File: src/rtl/bpm_pkg.sv
package bpm_pkg;

  localparam int unsigned MaxPattern = 16;
  localparam int unsigned LenW       = 5;
  localparam int unsigned ApbAddrW   = 5;
  localparam int unsigned ApbDataW   = 64;

  typedef enum logic [1:0] {
    OpByte   = 2'd0,
    OpTick   = 2'd1,
    OpArm    = 2'd2,
    OpCancel = 2'd3
  } op_e;

  typedef enum logic [1:0] {
    StIdle     = 2'd0,
    StBusy     = 2'd1,
    StMatched  = 2'd2,
    StTimedOut = 2'd3
  } status_e;

  typedef enum logic [1:0] {
    RegPatLo   = 2'd0,
    RegPatHi   = 2'd1,
    RegLen     = 2'd2,
    RegTimeout = 2'd3
  } reg_e;

  typedef struct packed {
    logic [63:0]     pat_lo;
    logic [63:0]     pat_hi;
    logic [LenW-1:0] len;
    logic [31:0]     timeout;
  } cfg_t;

  typedef struct packed {
    status_e         status;
    logic [LenW-1:0] progress;
  } res_t;

  function automatic logic [7:0] pattern_byte(cfg_t cfg, logic [3:0] idx);
    logic [127:0] all;
    all = {cfg.pat_hi, cfg.pat_lo};
    return all[{idx, 3'b000} +: 8];
  endfunction

  function automatic logic [LenW-1:0] used_length(logic [LenW-1:0] len);
    logic [LenW-1:0] n;
    n = len;
    if (n == '0) n = LenW'(1);
    if (n > LenW'(MaxPattern)) n = LenW'(MaxPattern);
    return n;
  endfunction

endpackage

File: src/rtl/bpm_cfg.sv
module bpm_cfg (
  input  logic                           clk_i,
  input  logic                           rst_ni,
  input  logic                           psel,
  input  logic                           penable,
  input  logic                           pwrite,
  input  logic [bpm_pkg::ApbAddrW-1:0]   paddr,
  input  logic [bpm_pkg::ApbDataW-1:0]   pwdata,
  output logic [bpm_pkg::ApbDataW-1:0]   prdata,
  output logic                           pready,
  output bpm_pkg::cfg_t                  cfg_o
);
  import bpm_pkg::*;

  cfg_t  cfg_q;
  reg_e  sel;
  logic  wr_en;

  assign pready = 1'b1;
  assign sel    = reg_e'(paddr[4:3]);
  assign wr_en  = psel && penable && pwrite && pready;
  assign cfg_o  = cfg_q;

  always_ff @(posedge clk_i or negedge rst_ni) begin
    if (!rst_ni) begin
      cfg_q.pat_lo  <= '0;
      cfg_q.pat_hi  <= '0;
      cfg_q.len     <= LenW'(1);
      cfg_q.timeout <= '1;
    end else if (wr_en) begin
      case (sel)
        RegPatLo:   cfg_q.pat_lo  <= pwdata;
        RegPatHi:   cfg_q.pat_hi  <= pwdata;
        RegLen:     cfg_q.len     <= pwdata[LenW-1:0];
        RegTimeout: cfg_q.timeout <= pwdata[31:0];
        default: ;
      endcase
    end
  end

  always_comb begin
    case (sel)
      RegPatLo:   prdata = cfg_q.pat_lo;
      RegPatHi:   prdata = cfg_q.pat_hi;
      RegLen:     prdata = ApbDataW'(cfg_q.len);
      RegTimeout: prdata = ApbDataW'(cfg_q.timeout);
      default:    prdata = '0;
    endcase
  end

endmodule

File: src/rtl/bpm_core.sv
module bpm_core (
  input  logic           clk_i,
  input  logic           rst_ni,
  input  logic           adv_i,
  input  bpm_pkg::op_e   op_i,
  input  logic [7:0]     byte_i,
  input  bpm_pkg::cfg_t  cfg_i,
  output bpm_pkg::res_t  res_o
);
  import bpm_pkg::*;

  logic            armed_q, armed_d;
  logic [LenW-1:0] prog_q, prog_d, prog_inc;
  logic [31:0]     el_q, el_d, el_inc;
  logic [LenW-1:0] len_used;
  status_e         status;

  assign len_used = used_length(cfg_i.len);

  always_comb begin
    armed_d  = armed_q;
    prog_d   = prog_q;
    el_d     = el_q;
    status   = StIdle;
    prog_inc = '0;
    el_inc   = '0;
    case (op_i)
      OpArm: begin
        armed_d = 1'b1;
        prog_d  = '0;
        el_d    = '0;
        status  = StBusy;
      end
      OpCancel: begin
        armed_d = 1'b0;
      end
      OpByte: begin
        if (armed_q) begin
          if (byte_i == pattern_byte(cfg_i, prog_q[3:0])) begin
            prog_inc = prog_q + LenW'(1);
          end else if (byte_i == pattern_byte(cfg_i, 4'd0)) begin
            prog_inc = LenW'(1);
          end else begin
            prog_inc = '0;
          end
          prog_d = prog_inc;
          if (prog_inc >= len_used) begin
            armed_d = 1'b0;
            status  = StMatched;
          end else begin
            status  = StBusy;
          end
        end
      end
      OpTick: begin
        if (armed_q) begin
          el_inc = (&el_q) ? el_q : el_q + 32'd1;
          el_d   = el_inc;
          if (el_inc > cfg_i.timeout) begin
            armed_d = 1'b0;
            status  = StTimedOut;
          end else begin
            status  = StBusy;
          end
        end
      end
      default: ;
    endcase
  end

  assign res_o.status   = status;
  assign res_o.progress = prog_d;

  always_ff @(posedge clk_i or negedge rst_ni) begin
    if (!rst_ni) begin
      armed_q <= 1'b0;
      prog_q  <= '0;
      el_q    <= '0;
    end else if (adv_i) begin
      armed_q <= armed_d;
      prog_q  <= prog_d;
      el_q    <= el_d;
    end
  end

  a_prog_range: assert property (@(posedge clk_i) disable iff (!rst_ni)
    prog_q <= LenW'(MaxPattern))
    else $error("progress beyond pattern size");

  a_arm_clears: assert property (@(posedge clk_i) disable iff (!rst_ni)
    adv_i && op_i == OpArm |=> armed_q && prog_q == '0 && el_q == '0)
    else $error("arm did not restart matcher");

  a_done_disarms: assert property (@(posedge clk_i) disable iff (!rst_ni)
    adv_i && (status == StMatched || status == StTimedOut) |=> !armed_q)
    else $error("still armed after match or timeout");

  a_el_monotonic: assert property (@(posedge clk_i) disable iff (!rst_ni)
    !(adv_i && op_i == OpArm) |=> el_q >= $past(el_q))
    else $error("elapsed count went backwards");

endmodule

File: src/rtl/byte_pattern_matcher_timeout.sv
// An accepted input word waits in the input register; when it advances, the
// matcher state updates and the result goes to the result register. One word
// per cycle is taken while the output is ready; an untaken result stalls input.
// rst_ni is asynchronous active low: it clears the matcher (disarmed,
// progress and elapsed zero), both pipeline stages, and loads register defaults.
module byte_pattern_matcher_timeout (
  input  logic                          clk_i,
  input  logic                          rst_ni,
  input  logic                          s_axis_tvalid,
  output logic                          s_axis_tready,
  input  logic [7:0]                    s_axis_tdata,  // [7:0] byte_value
  input  logic [1:0]                    s_axis_tuser,  // [1:0] operation
  output logic                          m_axis_tvalid,
  input  logic                          m_axis_tready,
  output logic [7:0]                    m_axis_tdata,  // [4:0] match_progress
  output logic [1:0]                    m_axis_tuser,  // [1:0] status
  input  logic                          psel,
  input  logic                          penable,
  input  logic                          pwrite,
  input  logic [bpm_pkg::ApbAddrW-1:0]  paddr,
  input  logic [bpm_pkg::ApbDataW-1:0]  pwdata,
  output logic [bpm_pkg::ApbDataW-1:0]  prdata,
  output logic                          pready
);
  import bpm_pkg::*;

  cfg_t       cfg;
  res_t       res;
  logic       in_valid_q;
  op_e        op_q;
  logic [7:0] byte_q;
  logic       out_valid_q;
  res_t       out_q;
  logic       adv;

  assign adv           = in_valid_q && (!out_valid_q || m_axis_tready);
  assign s_axis_tready = !in_valid_q || adv;

  bpm_cfg u_cfg (
    .clk_i   (clk_i),
    .rst_ni  (rst_ni),
    .psel    (psel),
    .penable (penable),
    .pwrite  (pwrite),
    .paddr   (paddr),
    .pwdata  (pwdata),
    .prdata  (prdata),
    .pready  (pready),
    .cfg_o   (cfg)
  );

  bpm_core u_core (
    .clk_i  (clk_i),
    .rst_ni (rst_ni),
    .adv_i  (adv),
    .op_i   (op_q),
    .byte_i (byte_q),
    .cfg_i  (cfg),
    .res_o  (res)
  );

  // input register
  always_ff @(posedge clk_i or negedge rst_ni) begin
    if (!rst_ni) begin
      in_valid_q <= 1'b0;
    end else if (s_axis_tready) begin
      in_valid_q <= s_axis_tvalid;
    end
  end

  always_ff @(posedge clk_i) begin
    if (s_axis_tvalid && s_axis_tready) begin
      op_q   <= op_e'(s_axis_tuser);
      byte_q <= s_axis_tdata;
    end
  end

  // result register
  always_ff @(posedge clk_i or negedge rst_ni) begin
    if (!rst_ni) begin
      out_valid_q <= 1'b0;
    end else if (adv) begin
      out_valid_q <= 1'b1;
    end else if (m_axis_tready) begin
      out_valid_q <= 1'b0;
    end
  end

  always_ff @(posedge clk_i) begin
    if (adv) begin
      out_q <= res;
    end
  end

  assign m_axis_tvalid = out_valid_q;
  assign m_axis_tuser  = out_q.status;
  assign m_axis_tdata  = {{(8 - LenW){1'b0}}, out_q.progress};

endmodule
File: config.mk
export PLATFORM = sky130hd
export DESIGN_NAME = byte_pattern_matcher_timeout
export DESIGN_NICKNAME = d
export VERILOG_FILES = /design/src/rtl/bpm_pkg.sv /design/src/rtl/bpm_cfg.sv /design/src/rtl/bpm_core.sv /design/src/rtl/byte_pattern_matcher_timeout.sv
export SDC_FILE = /design/constraint.sdc
export NUM_CORES = 1
export LEC_CHECK = 0
export BUFFER_PORTS_ARGS = -buffer_cell sky130_fd_sc_hd__buf_2
export CAP_MARGIN = 10
export CORE_ASPECT_RATIO = 0.7
export CORE_MARGIN = 2
export CORE_UTILIZATION = 30
export DETAILED_ROUTE_END_ITERATION = 16
export GPL_ROUTABILITY_DRIVEN = 0
export GPL_TIMING_DRIVEN = 0
export REMOVE_ABC_BUFFERS = 1
export SLEW_MARGIN = 20
export SYNTH_ARGS = -nofsm -noshare
export SYNTH_HDL_FRONTEND = slang
export SYNTH_SLANG_ARGS = --single-unit
File: constraint.sdc
create_clock -name clk_i -period 8.17 [get_ports clk_i]
set_clock_uncertainty 0.1 [all_clocks]
set_input_delay 1.634 -clock clk_i [delete_from_list [all_inputs] [get_ports clk_i]]
set_output_delay 1.634 -clock clk_i [all_outputs]
set_load 0.05 [all_outputs]
-- Word-level counts from Yosys, hierarchy flattened
Index checks and enable logic that the tools add are counted.
- reduce and logical (&&, ||, !) cells: 19
- equality and inequality tests: 9
- add/subtract/negate cells: 2
- shifts and indexed selects: 1
- magnitude comparators: 3
- multiplexer cells: 24
- operators by type and width (kind ; number):
    64-bit one-hot mux with 4 select lines ; 1
    128-bit by 8-bit indexed part select with 8-bit output ; 1
    32-bit two-way mux ; 2
    32-bit one-hot mux with 2 select lines ; 1
    32-bit by 1-bit adder with 32-bit output, second input constant ; 1
    32-bit greater-than comparator ; 1
    32-bit AND reduction ; 1
    5-bit two-way mux ; 6
    8-bit equality test ; 2
    5-bit one-hot mux with 2 select lines ; 1
    2-bit equality test, second input constant ; 4
    2-bit two-way mux ; 4
    2-bit AND reduction ; 4
    1-bit two-way mux ; 7
    2-bit one-hot mux with 3 select lines ; 1
    5-bit by 1-bit adder with 5-bit output, second input constant ; 1
    5-bit greater-or-equal comparator ; 1
    5-bit greater-than comparator, second input constant ; 1
    5-bit logical NOT ; 1
    2-bit by 1-bit equality test with 1-bit output, second input constant ; 2
    1-bit logical AND ; 4
    2-bit logical NOT ; 2
    1-bit one-hot mux with 4 select lines ; 1
    2-bit nonzero test ; 2
    4 further kinds ; 6
- output and inout port bits: 77
- input bits: 86
- bits in registers: 222
- logic and storage cells: 71

-- Logic depth before layout (Yosys ltp)
Gate-level depths: netlist of the first run.
- word-level depth: 9
- depth in mapped cells: 19
- mapped depth without buffers: 17

-- Hierarchy
From an unflattened synthesis of the first run, not the netlist that was laid out.
- cell total of the unflattened synthesis: 1094
- area total of the unflattened synthesis: 13012.5 µm²
- modules (own cells, without submodules) (module ; area an instance (µm²) ; instances ; sequential area each (µm²) ; cells an instance):
    bpm_cfg ; 7594.8 ; 1 ; 4170.2 ; 525
    bpm_core ; 4777.1 ; 1 ; 950.9 ; 540
    byte_pattern_matcher_timeout ; 640.6 ; 1 ; 560.5 ; 29

-- Worst setup path after synthesis of the first run
Ideal clock, no wire load.
- path kind: input -> output
- from: input port paddr[3] in the netlist's numbering
- to: output port prdata[32] in the netlist's numbering
- arrival time: 3.965 ns
- setup slack: 2.471 ns
- stages on the path: 6
- buffers on the path: 4
- data required time: 6.436 ns
- cell sequence: clkbuf_1 clkbuf_1 clkbuf_1 buf_1 mux2i_1 nor2_1
- word-level cells in the longest chain between the ends: 2
- elaborated cells on any way between the ends: 5
- classes of those cells: 3 x eq/ne; 1 x mux; 1 x reduce/logical
- RTL lines (what ; line ; source):
    start: declaration ; byte_pattern_matcher_timeout.sv:20 ; input logic [bpm_pkg::ApbAddrW-1:0] paddr,
    2-bit equality test, or another cell as far along ; bpm_cfg.sv:42 ; case (sel)
    64-bit one-hot mux with 4 select lines (*) ; bpm_cfg.sv:42 ;
    end: declaration ; byte_pattern_matcher_timeout.sv:22 ; output logic [bpm_pkg::ApbDataW-1:0] prdata,
Every way passes the cells marked *; elsewhere a longest branch is shown, timed or not.

==> results.tsv, run 1 <==
stage	metric	value	unit
critical_path	CP Capture Type	flip-flop	
drt	number of vias per cell	5.27	
layout	fill cell count	4173	
drt	average routed wire per standard cell	20.7	um
hold_path	HP Class	reg2reg	
layout	Final Instance Area	0.0150	sq mm
clocking	count of hold-fix buffers inserted at cts	0	
die	height of the die	176	um
clocking	H-tree levels	1	
synthesis	synth unique cells	67	
die	num ports	163	
critical_path	CP startpoint kind	flip-flop	
critical_path	crit path max-delay cell type	sky130_fd_sc_hd__mux4_1	
placement	Placement Setup Slack	2.45	ns
drt	total length of routed wires	38100	um
synthesis	proportion of synthesized flip-flops having asynchronous set or reset	92.3	%
drt	first-pass iteration count of the detailed router	5	
die	Std-Cell Core Area	0.0421	sq mm
synthesis	share of the yosys chip area belonging to registers	44.7	%
placement	post-detailed-placement half-perimeter wirelength	28500	um
die	die area	0.0440	sq mm
synthesis	post-synthesis register bit count	222	
drt	Initial DRC Count	721	
critical_path	required time of the worst setup path	8.31	ns
global_route	overall global routing resource usage	17.3	%
hold_path	cell depth of the worst min-delay path	1	
clocking	insertion delay to the later sink of the worst-skew pair	0.52	ns
critical_path	peak fanout along the critical path	38	
sta	hold violation total from the final report	0	
critical_path	arrival time of data at the critical path endpoint	5.93	ns
layout	post-layout util	35.6	%
layout	Area growth, synth to finish	18.1	%
sta	Pins Over Slew Limit	0	
die	starting density of the core	30.2	%
clocking	Max Buffers Root-to-Sink	3	
synthesis	post-synthesis cell count	1140	
drt	residual DRC count	0	
outcome	result of the run	complete, no violations	
synthesis	Synth Area per Inst	11.1	sq um
synthesis	synthesis warning total	0	
drt	via count	9707	
clocking	clock slew at the register clock pins of the worst setup and hold paths	0.06	ns
drt	Final ANT Viol Nets	0	
placement	buffers added on ports	155	
critical_path	Worst Path Class, Setup	reg2reg	
placement	post-placement cell area	0.0143	sq mm
sta	min cycle time layout	5.79	ns
pwr	peak supply drop	141	uV
pwr	power density relative to cell area	252	mW/mm^2
pwr	static leakage power	0.00665	uW
sta	number of endpoints failing setup at the final stage	0	
global_route	maximum number of pins on one net before global-route repair	90	
sta	crit path setup slack, layout	2.38	ns
clocking	Clock Root Buffer	sky130_fd_sc_hd__clkbuf_16	
global_route	via count of the first global-routing pass	9370	
die	die width	250	um
global_route	global-route wire length before repair	58500	um
synthesis	number of enable flip-flop cells after synthesis	17	
critical_path	Cell Chain, Critical Path	buf_16, mux4_1, mux4_2, xnor2_1, nand2_2, a21oi_4, mux2i_1, ha_1, nand2b_1, a21o_1, a21o_1, a21o_1, a21oi_1, o22ai_1, a221oi_1, nor2_1	
die	number of placement rows	63	
global_route	GR Overflow Total	0	
sta	Hold Worst Slack	0.403	ns
clocking	number of sinks on the clock net	222	
clocking	number of buffers inserted during clock tree synthesis	22	
sta	worst relative slew slack	38.1	%
clocking	# Post-CTS Setup Buffers	0	
critical_path	max incr delay on CP	0.61	ns
synthesis	cell area after technology mapping	0.0127	sq mm
sta	setup repair after global routing missed its margin	no	
sta	highest attainable clock frequency	0.173	GHz
flow_run	max-cap violations	0	
critical_path	count of cells along the worst register-to-register path	16	
clocking	# resized after CTS	0	
layout	Final Net Count	1397	
critical_path	Crit path top cell by count	sky130_fd_sc_hd__a21o_1	
clocking	CTS tree	yes	
sta	Worst-Margin Slew	0.926	ns
sta	Sum Neg Setup Slack	0	ns
synthesis	main flop type after synthesis	sky130_fd_sc_hd__dfrtp_1	
sta	share of the cycle needed by the critical path after routing	70.9	%
layout	proportion of layout cells with a drive suffix above 1	33.1	%
global_route	number of antenna violations at the first check in global routing	4	
==> final timing paths <==
| check | end | startpoint | slack, ns |
|---|---|---|---|
| hold / removal | m_axis_tvalid | in_valid_q | 0.40 |
| max in group asynchronous | u_cfg.cfg_o[14] | rst_ni | 5.85 |
| setup / recovery | m_axis_tuser[1] | u_core.prog_q[0] | 2.38 |
| hold reg to reg | m_axis_tvalid | in_valid_q | 0.40 |
| setup reg to reg | m_axis_tuser[1] | u_core.prog_q[0] | 2.38 |
| min in group asynchronous | u_cfg.cfg_o[69] | rst_ni | 0.91 |
==> through the flow <==
step | instances | total power (uW)
6_report | 1841 | 3790
5_1_grt | 1840 | 3980
3_3_place_gp | 1780 | 2730
4_1_cts | 1840 | 3820
2_1_floorplan | 1073 | 2340
3_5_place_dp | 1800 | 2770
==> layout by cell type, fill, tap and decap left out, drive strengths merged, types with 36 or more instances in the layout <==
cell,count
inv,43
nor2,73
nand2,98
clkbuf,36
ha,39
o21ai,82
xnor2,38
mux2,142
buf,175
dfrtp,172
mux2i,71
==> cell usage after synthesis (10+ instances only) <==
library cell               number  area share [%]
sky130_fd_sc_hd__nand3_1       20            0.79
sky130_fd_sc_hd__inv_1         43             1.3
sky130_fd_sc_hd__mux2_2       138              12
sky130_fd_sc_hd__nand2_1       97             2.9
sky130_fd_sc_hd__edfxtp_1      17             4.0
sky130_fd_sc_hd__a21oi_1       17            0.67
sky130_fd_sc_hd__mux4_2        26             4.6
sky130_fd_sc_hd__nor2_1        73             2.2
sky130_fd_sc_hd__o22ai_1       29             1.4
sky130_fd_sc_hd__nand4_1       12            0.59
sky130_fd_sc_hd__nor3_1        10            0.39
sky130_fd_sc_hd__xor2_1        20             1.4
sky130_fd_sc_hd__dfstp_2       33             6.8
sky130_fd_sc_hd__clkbuf_1      52             1.5
sky130_fd_sc_hd__dfrtp_1      172              34
sky130_fd_sc_hd__mux2i_1       71             5.6
sky130_fd_sc_hd__a21o_1        15            0.89
sky130_fd_sc_hd__ha_1          39             3.8
sky130_fd_sc_hd__o21ai_0       82             3.2
sky130_fd_sc_hd__o31ai_1       16            0.95
sky130_fd_sc_hd__xnor2_1       38             2.6
==> routing by layer <==
metal / track usage [%] / vias to the layer above / routed length [um]
met5: 0 / - / 0
met4: 2.94 / 0 / 580
met3: 3.38 / 39 / 2580
met2: 25.4 / 327 / 16200
met1: 26.4 / 4920 / 18800
li1: - / 4421 / -
==> kinds of logic (layout without fill, tap and decap cells) <==
logic type | Yosys count | after routing | synth area share (%)
buffers and inverters | 113 | 259 | 3.89
AO/OA/AOI/OAI | 201 | 201 | 10.1
XOR/XNOR | 58 | 58 | 4.00
AND/OR/NAND/NOR | 261 | 261 | 9.62
other | 2 | 5 | 0.0591
multiplexers | 244 | 244 | 23.8
adder cells (fa/ha/maj) | 39 | 39 | 3.84
flip-flops | 222 | 222 | 44.7
==> power by group <==
group / total [uW] / switching (uW) / internal (uW)
Combinational: 1210 / 732 / 476
Sequential: 1550 / 191 / 1350
Clock: 1030 / 443 / 591
Total: 3790 / 1370 / 2420
==> layout make-up <==
type	count	area, sq um	share of cell area (%)
multi-input combinational	807	6580	43.8
sequential	222	5690	37.9
timing repair buffer	175	1150	7.69
clock buffer	36	706	4.70
tap	552	691	4.60
inverter	44	165	1.10
clock inverter	4	22.5	0.150
antenna	1	2.50	0.0167
==> registers in the layout, indices dropped and copies added (netlist names) <==
signal and count:
byte_q 8, m_axis_tuser 2, u_core.prog_q 5, u_core.armed_q 1, m_axis_tvalid 1, in_valid_q 1, u_core.el_q 32, u_cfg.cfg_o 165
m_axis_tdata 5, op_q 2
==> worst max-delay path, delay by kind of cell, from the launching register on <==
kind	cells	cell delay, ns
buf+inv	1	0.28
compound gates	7	1.77
mux	3	1.44
flops	1	0.59
simple gates	3	0.56
fa+ha+maj	1	0.26
xor+xnor	1	0.46
No activity file was read; power rests on OpenSTA's default activity.
==> inputs of run 2 (changes only) <==
==> constraint.sdc (replaced) <==
create_clock -name clk_i -period 5.1 [get_ports clk_i]
set_clock_uncertainty 0.1 [all_clocks]
set_input_delay 1.02 -clock clk_i [delete_from_list [all_inputs] [get_ports clk_i]]
set_output_delay 1.02 -clock clk_i [all_outputs]
set_load 0.05 [all_outputs]
==> run 2 against run 1 <==
Compared with the run above: routed wire length is 0.72% higher; sequential share of layout area shrank 0.30 points; die area is the same; largest cell class unchanged.
==> results.tsv, run 2 (same netlist as run 1, synthesis figures left out) <==
stage	metric	value	unit
outcome	result of the run	complete, no violations	
layout	Final Net Count	1402	
sta	worst relative slew slack	38.7	%
clocking	insertion delay to the later sink of the worst-skew pair	0.52	ns
sta	Worst-Margin Slew	0.918	ns
global_route	overall global routing resource usage	17.4	%
sta	Sum Neg Setup Slack	0	ns
die	starting density of the core	30.2	%
drt	residual DRC count	0	
pwr	static leakage power	0.00670	uW
placement	total placed cells including tap cells	1800	
clocking	Clock Root Buffer	sky130_fd_sc_hd__clkbuf_16	
sta	hold violation total from the final report	0	
pwr	peak supply drop	227	uV
drt	average routed wire per standard cell	20.8	um
critical_path	peak fanout along the critical path	26	
flow_run	max-cap violations	0	
critical_path	required time of the worst setup path	5.27	ns
drt	total length of routed wires	38400	um
die	num ports	163	
die	die area	0.0440	sq mm
layout	number of standard cells in the layout, taps in and fillers out	1847	
placement	post-detailed-placement half-perimeter wirelength	28500	um
sta	Pins Over Slew Limit	0	
critical_path	Worst Path Class, Setup	reg2reg	
layout	proportion of layout cells with a drive suffix above 1	34.3	%
drt	amount of wire on met2 after detailed routing	16300	um
drt	via count	9690	
clocking	Max Buffers Root-to-Sink	3	
clocking	number of buffers inserted during clock tree synthesis	22	
die	Std-Cell Core Area	0.0421	sq mm
sta	highest attainable clock frequency	0.204	GHz
critical_path	arrival time of data at the critical path endpoint	5.07	ns
drt	Initial DRC Count	838	
global_route	number of antenna violations at the first check in global routing	4	
clocking	number of sinks on the clock net	222	
global_route	GR Overflow Total	0	
die	number of placement rows	63	
global_route	via count of the first global-routing pass	9399	
global_route	maximum number of pins on one net before global-route repair	90	
layout	most common cell after layout, fill and taps aside	sky130_fd_sc_hd__dfrtp_1	
layout	Area growth, synth to finish	19.0	%
sta	number of endpoints failing setup at the final stage	0	
clocking	count of hold-fix buffers inserted at cts	0	
drt	length of routed wiring on met1	18800	um
critical_path	CP Capture Type	flip-flop	
layout	most used cells in the layout excluding fill and tap cells	169 x sky130_fd_sc_hd__dfrtp_1, 152 x sky130_fd_sc_hd__buf_2, 138 x sky130_fd_sc_hd__mux2_2	
global_route	global-route wire length before repair	58700	um
placement	buffers added on ports	155	
die	die width	250	um
sta	share of the cycle needed by the critical path after routing	96.0	%
drt	top routing layer in use	met4	
drt	metal3 WL	2600	um
layout	max FFs per register	165	
drt	first-pass iteration count of the detailed router	5	
sta	setup repair after global routing missed its margin	no	
drt	number of vias per cell	5.25	
drt	Final ANT Viol Nets	0	
clocking	CTS tree	yes	
clocking	H-tree levels	1	
layout	fill cell count	4165	
sta	min cycle time layout	4.90	ns
critical_path	CP startpoint kind	flip-flop	
pwr	power density relative to cell area	404	mW/mm^2
hold_path	HP Class	in2async	
critical_path	R2R setup slack	0.20	ns
die	height of the die	176	um
clocking	clock slew at the register clock pins of the worst setup and hold paths	0.07	ns
[run 2: path summary, 6_finish.rpt]
kind,startpoint,to,cells past startpoint
hold / removal,rst_ni,u_cfg.cfg_o[69],1
min in group clk_i,in_valid_q,m_axis_tvalid,1
setup reg to reg,u_core.prog_q[1],m_axis_tuser[1],18
max in group asynchronous,rst_ni,u_cfg.cfg_o[15],3
hold reg to reg,in_valid_q,m_axis_tvalid,1
setup / recovery,u_core.prog_q[1],m_axis_tuser[1],18
[run 2: cell type report]
type,count,area (sq um),area share (%)
diodes,2,5.00,0.0331
clock buffers,36,706,4.67
clock inverters,4,22.5,0.149
inverters,44,165,1.09
multi-input cells,807,6630,43.8
flip-flops and latches,222,5690,37.6
well taps,552,691,4.57
repair buffers,180,1220,8.04
[run 2: where the power goes]
group	internal (uW)	switching, uW	leakage (uW)
logic	784	1200	0.00367
clock network	947	716	0.000358
registers	2170	297	0.00267
[run 2: critical path: stages (launching register included)]
cell,delay [ns]
sky130_fd_sc_hd__dfrtp_2,0.41
sky130_fd_sc_hd__buf_12,0.22
sky130_fd_sc_hd__mux4_2,0.60
sky130_fd_sc_hd__mux2i_2,0.24
sky130_fd_sc_hd__xor2_2,0.23
sky130_fd_sc_hd__o2111ai_2,0.14
sky130_fd_sc_hd__or4_4,0.48
sky130_fd_sc_hd__a21oi_4,0.24
sky130_fd_sc_hd__mux2i_2,0.28
sky130_fd_sc_hd__ha_1,0.26
sky130_fd_sc_hd__nand2b_1,0.14
sky130_fd_sc_hd__a21o_1,0.17
sky130_fd_sc_hd__a21o_1,0.17
sky130_fd_sc_hd__a21o_1,0.19
sky130_fd_sc_hd__a21oi_2,0.20
sky130_fd_sc_hd__o22ai_1,0.12
sky130_fd_sc_hd__a221oi_2,0.18
sky130_fd_sc_hd__buf_4,0.17
sky130_fd_sc_hd__nor2_1,0.06
[run 2: repair_timing]
item,CTS,global route
endpoints found under the hold margin,0,0
gates resized for setup,4,8
endpoints found under the setup margin,2,2
pin swaps,0,2
buffers inserted,3,1
gates cloned,1,0
[run 2: stage by stage]
stage / instance area [sq um] / util, % / hold slack, ns / setup slack [ns] / power (uW)
5_1_grt: 15100 / 35.9 / 0.310 / 0.00543 / 6410
4_1_cts: 15100 / 35.8 / 0.293 / 0.00276 / 6140
2_1_floorplan: 12400 / - / 0.357 / -1.22 / 3740
6_report: 15100 / 35.9 / 0.291 / 0.203 / 6110
3_5_place_dp: 14300 / 33.9 / 0.397 / -0.622 / 4440
3_3_place_gp: 13900 / 32.9 / 0.376 / -6.42 / 4370
[run 2: routing by layer]
metal	vias to the layer above	global-route usage [%]
met5	-	0
met4	0	2.97
met3	40	3.48
met1	4919	26.5
li1	4416	-
met2	315	25.6
==> inputs of run 3 (changes only) <==
--- a/config.mk
+++ b/config.mk
@@ -13,6 +13,7 @@
 export DETAILED_ROUTE_END_ITERATION = 16
 export GPL_ROUTABILITY_DRIVEN = 0
 export GPL_TIMING_DRIVEN = 0
+export PLACE_DENSITY = 0.6
 export REMOVE_ABC_BUFFERS = 1
 export SLEW_MARGIN = 20
 export SYNTH_ARGS = -nofsm -noshare
==> constraint.sdc (replaced) <==
create_clock -name clk_i -period 5.1 [get_ports clk_i]
set_clock_uncertainty 0.1 [all_clocks]
set_input_delay 0.255 -clock clk_i [delete_from_list [all_inputs] [get_ports clk_i]]
set_output_delay 0.255 -clock clk_i [all_outputs]
set_load 0.05 [all_outputs]
==> run 3 against run 2 <==
Compared with the run above: non-clock buffer count up 78; register-to-register slack better by 0.02 ns; sequential cell count unchanged; clock power about the same; critical path depth did not move; die area did not move; power increased by 0.80%; setup slack improved by 0.022 ns; sequential power barely moved; combinational power up 3%; routed wire length grew 1.3%; critical path type unchanged; largest power group unchanged.
==> results.tsv, run 3 (same netlist as run 1, synthesis figures left out) <==
stage	metric	value	unit
sta	highest attainable clock frequency	0.205	GHz
critical_path	required time of the worst setup path	5.27	ns
die	num ports	163	
drt	average routed wire per standard cell	20.2	um
layout	most common cell after layout, fill and taps aside	sky130_fd_sc_hd__dfrtp_1	
clocking	H-tree levels	1	
clocking	Max Buffers Root-to-Sink	3	
critical_path	delay-heaviest family, CP	compound AO/OA/AOI/OAI gates	
global_route	overall global routing resource usage	17.5	%
hold_path	HP Class	in2async	
drt	Initial DRC Count	763	
layout	Area growth, synth to finish	25.2	%
pwr	peak supply drop	265	uV
drt	number of vias per cell	5.21	
clocking	clock slew at the register clock pins of the worst setup and hold paths	0.07	ns
clocking	Clock Root Buffer	sky130_fd_sc_hd__clkbuf_16	
placement	buffers added on ports	155	
die	height of the die	176	um
sta	number of endpoints failing setup at the final stage	0	
sta	min cycle time layout	4.87	ns
clocking	number of sinks on the clock net	222	
critical_path	crit path max-delay cell type	sky130_fd_sc_hd__mux4_1	
critical_path	arrival time of data at the critical path endpoint	5.04	ns
drt	via count	10000	
sta	Pins Over Slew Limit	0	
critical_path	max incr delay on CP	0.61	ns
sta	setup repair after global routing missed its margin	no	
layout	n_diodes	0	
drt	total length of routed wires	38900	um
pwr	power density relative to cell area	388	mW/mm^2
die	die area	0.0440	sq mm
die	die width	250	um
drt	Final ANT Viol Nets	0	
layout	number of standard cells in the layout, taps in and fillers out	1923	
critical_path	Crit path top cell by count	sky130_fd_sc_hd__a21o_1	
clocking	number of buffers inserted during clock tree synthesis	22	
global_route	via count of the first global-routing pass	9765	
placement	total placed cells including tap cells	1800	
critical_path	Cell Chain, Critical Path	buf_16, mux4_1, mux2i_2, xor2_2, o2111ai_2, or4_4, a21oi_4, mux2i_2, ha_1, nand2b_1, a21o_1, a21o_1, a21o_1, a21oi_2, o22ai_1, a221oi_2, buf_4, nor2_1	
sta	share of the cycle needed by the critical path after routing	95.6	%
layout	max FFs per register	165	
sta	Worst-Margin Slew	0.922	ns
placement	post-detailed-placement half-perimeter wirelength	28500	um
sta	hold violation total from the final report	0	
global_route	number of antenna violations at the first check in global routing	0	
clocking	CTS tree	yes	
drt	residual DRC count	0	
die	Std-Cell Core Area	0.0421	sq mm
critical_path	peak fanout along the critical path	19	
critical_path	count of buffering cells on the critical path with inverters included	2	
global_route	global-route wire length before repair	59700	um
layout	Final Net Count	1480	
layout	proportion of layout cells with a drive suffix above 1	32.3	%
global_route	GR Overflow Total	0	
drt	first-pass iteration count of the detailed router	7	
die	starting density of the core	30.2	%
global_route	maximum number of pins on one net before global-route repair	90	
outcome	result of the run	complete, no violations	
critical_path	Worst Path Class, Setup	reg2reg	
critical_path	CP startpoint kind	flip-flop	
die	number of placement rows	63	
flow_run	max-cap violations	0	
sta	worst relative slew slack	38.4	%
sta	Sum Neg Setup Slack	0	ns
layout	most used cells in the layout excluding fill and tap cells	169 x sky130_fd_sc_hd__dfrtp_1, 152 x sky130_fd_sc_hd__buf_2, 138 x sky130_fd_sc_hd__mux2_2	
critical_path	CP Capture Type	flip-flop	
sta	Hold Worst Slack	0.136	ns
clocking	insertion delay to the later sink of the worst-skew pair	0.53	ns
pwr	static leakage power	0.00703	uW
==> run 3: changes by cell type in the layout (fill, tap and decap cells not counted) <==
cell	delta
sky130_fd_sc_hd__diode_2	-2
sky130_fd_sc_hd__dlygate4sd3_1	+78
==> run 3: power by group <==
group	switching, uW	leakage, uW	internal [uW]
sequential	297	0.00267	2170
clock	717	0.000358	947
combinational	1210	0.00400	824
total	2220	0.00703	3940
==> run 3: worst reg2reg max path: stages, from the launching register on <==
cell,delay (ns)
sky130_fd_sc_hd__dfrtp_4,0.44
sky130_fd_sc_hd__buf_16,0.18
sky130_fd_sc_hd__mux4_1,0.65
sky130_fd_sc_hd__mux2i_2,0.24
sky130_fd_sc_hd__xor2_2,0.23
sky130_fd_sc_hd__o2111ai_2,0.14
sky130_fd_sc_hd__or4_4,0.48
sky130_fd_sc_hd__a21oi_4,0.24
sky130_fd_sc_hd__mux2i_2,0.27
sky130_fd_sc_hd__ha_1,0.25
sky130_fd_sc_hd__nand2b_1,0.14
sky130_fd_sc_hd__a21o_1,0.17
sky130_fd_sc_hd__a21o_1,0.17
sky130_fd_sc_hd__a21o_1,0.19
sky130_fd_sc_hd__a21oi_2,0.20
sky130_fd_sc_hd__o22ai_1,0.12
sky130_fd_sc_hd__a221oi_2,0.19
sky130_fd_sc_hd__buf_4,0.17
sky130_fd_sc_hd__nor2_1,0.07
==> run 3: cell type report <==
type,count,area (sq um)
clock inverter,4,22.5
inverter,44,165
sequential,222,5690
timing repair buffer,258,2000
multi-input combinational,807,6630
fill,4095,26200
tap,552,691
clock buffer,36,706
==> run 3: worst paths after layout <==
kind | depth (start not counted) | endpoint | slack [ns] | startpoint
max in group asynchronous | 4 | u_cfg.cfg_o[14] | 3.54 | rst_ni
worst max register to register | 18 | m_axis_tuser[1] | 0.23 | u_core.prog_q[0]
worst max-delay path | 18 | m_axis_tuser[1] | 0.23 | u_core.prog_q[0]
worst min register to register | 1 | m_axis_tvalid | 0.40 | in_valid_q
min in group clk_i | 5 | u_cfg.cfg_o[16] | 0.19 | penable
worst min-delay path | 2 | u_cfg.cfg_o[73] | 0.14 | rst_ni
==> run 3: per-stage QoR <==
| step | cell area [sq um] | setup slack, ns | total power, uW | utilization, % |
|---|---|---|---|---|
| floorplan | 12400 | -0.452 | 3740 | - |
| global placement | 13900 | -5.66 | 4370 | 32.9 |
| detailed placement | 14300 | -0.622 | 4440 | 33.9 |
| CTS | 15800 | 0.00276 | 6190 | 37.6 |
| global route | 15900 | 0.00543 | 6470 | 37.8 |
| finish | 15900 | 0.225 | 6160 | 37.8 |
==> run 3: routing by layer <==
| layer | up-vias | part of all wire, % | global-route usage, % | wire length [um] |
|---|---|---|---|---|
| li1 | 4572 | - | - | - |
| met1 | 5076 | 49 | 26.6 | 18900 |
| met2 | 339 | 43 | 26.0 | 16600 |
| met3 | 36 | 6.9 | 3.30 | 2700 |
| met4 | 0 | 1.6 | 3.32 | 631 |
| met5 | - | 0 | 0 | 0 |
==> run 3: repair_timing <==
action	4_1_cts	5_1_grt
gates resized for setup	4	8
hold buffers	78	0
endpoints found under the hold margin	280	0
setup buffers	3	1
pin swaps	0	2
gates cloned	1	0
setup endpoints to repair	2	2
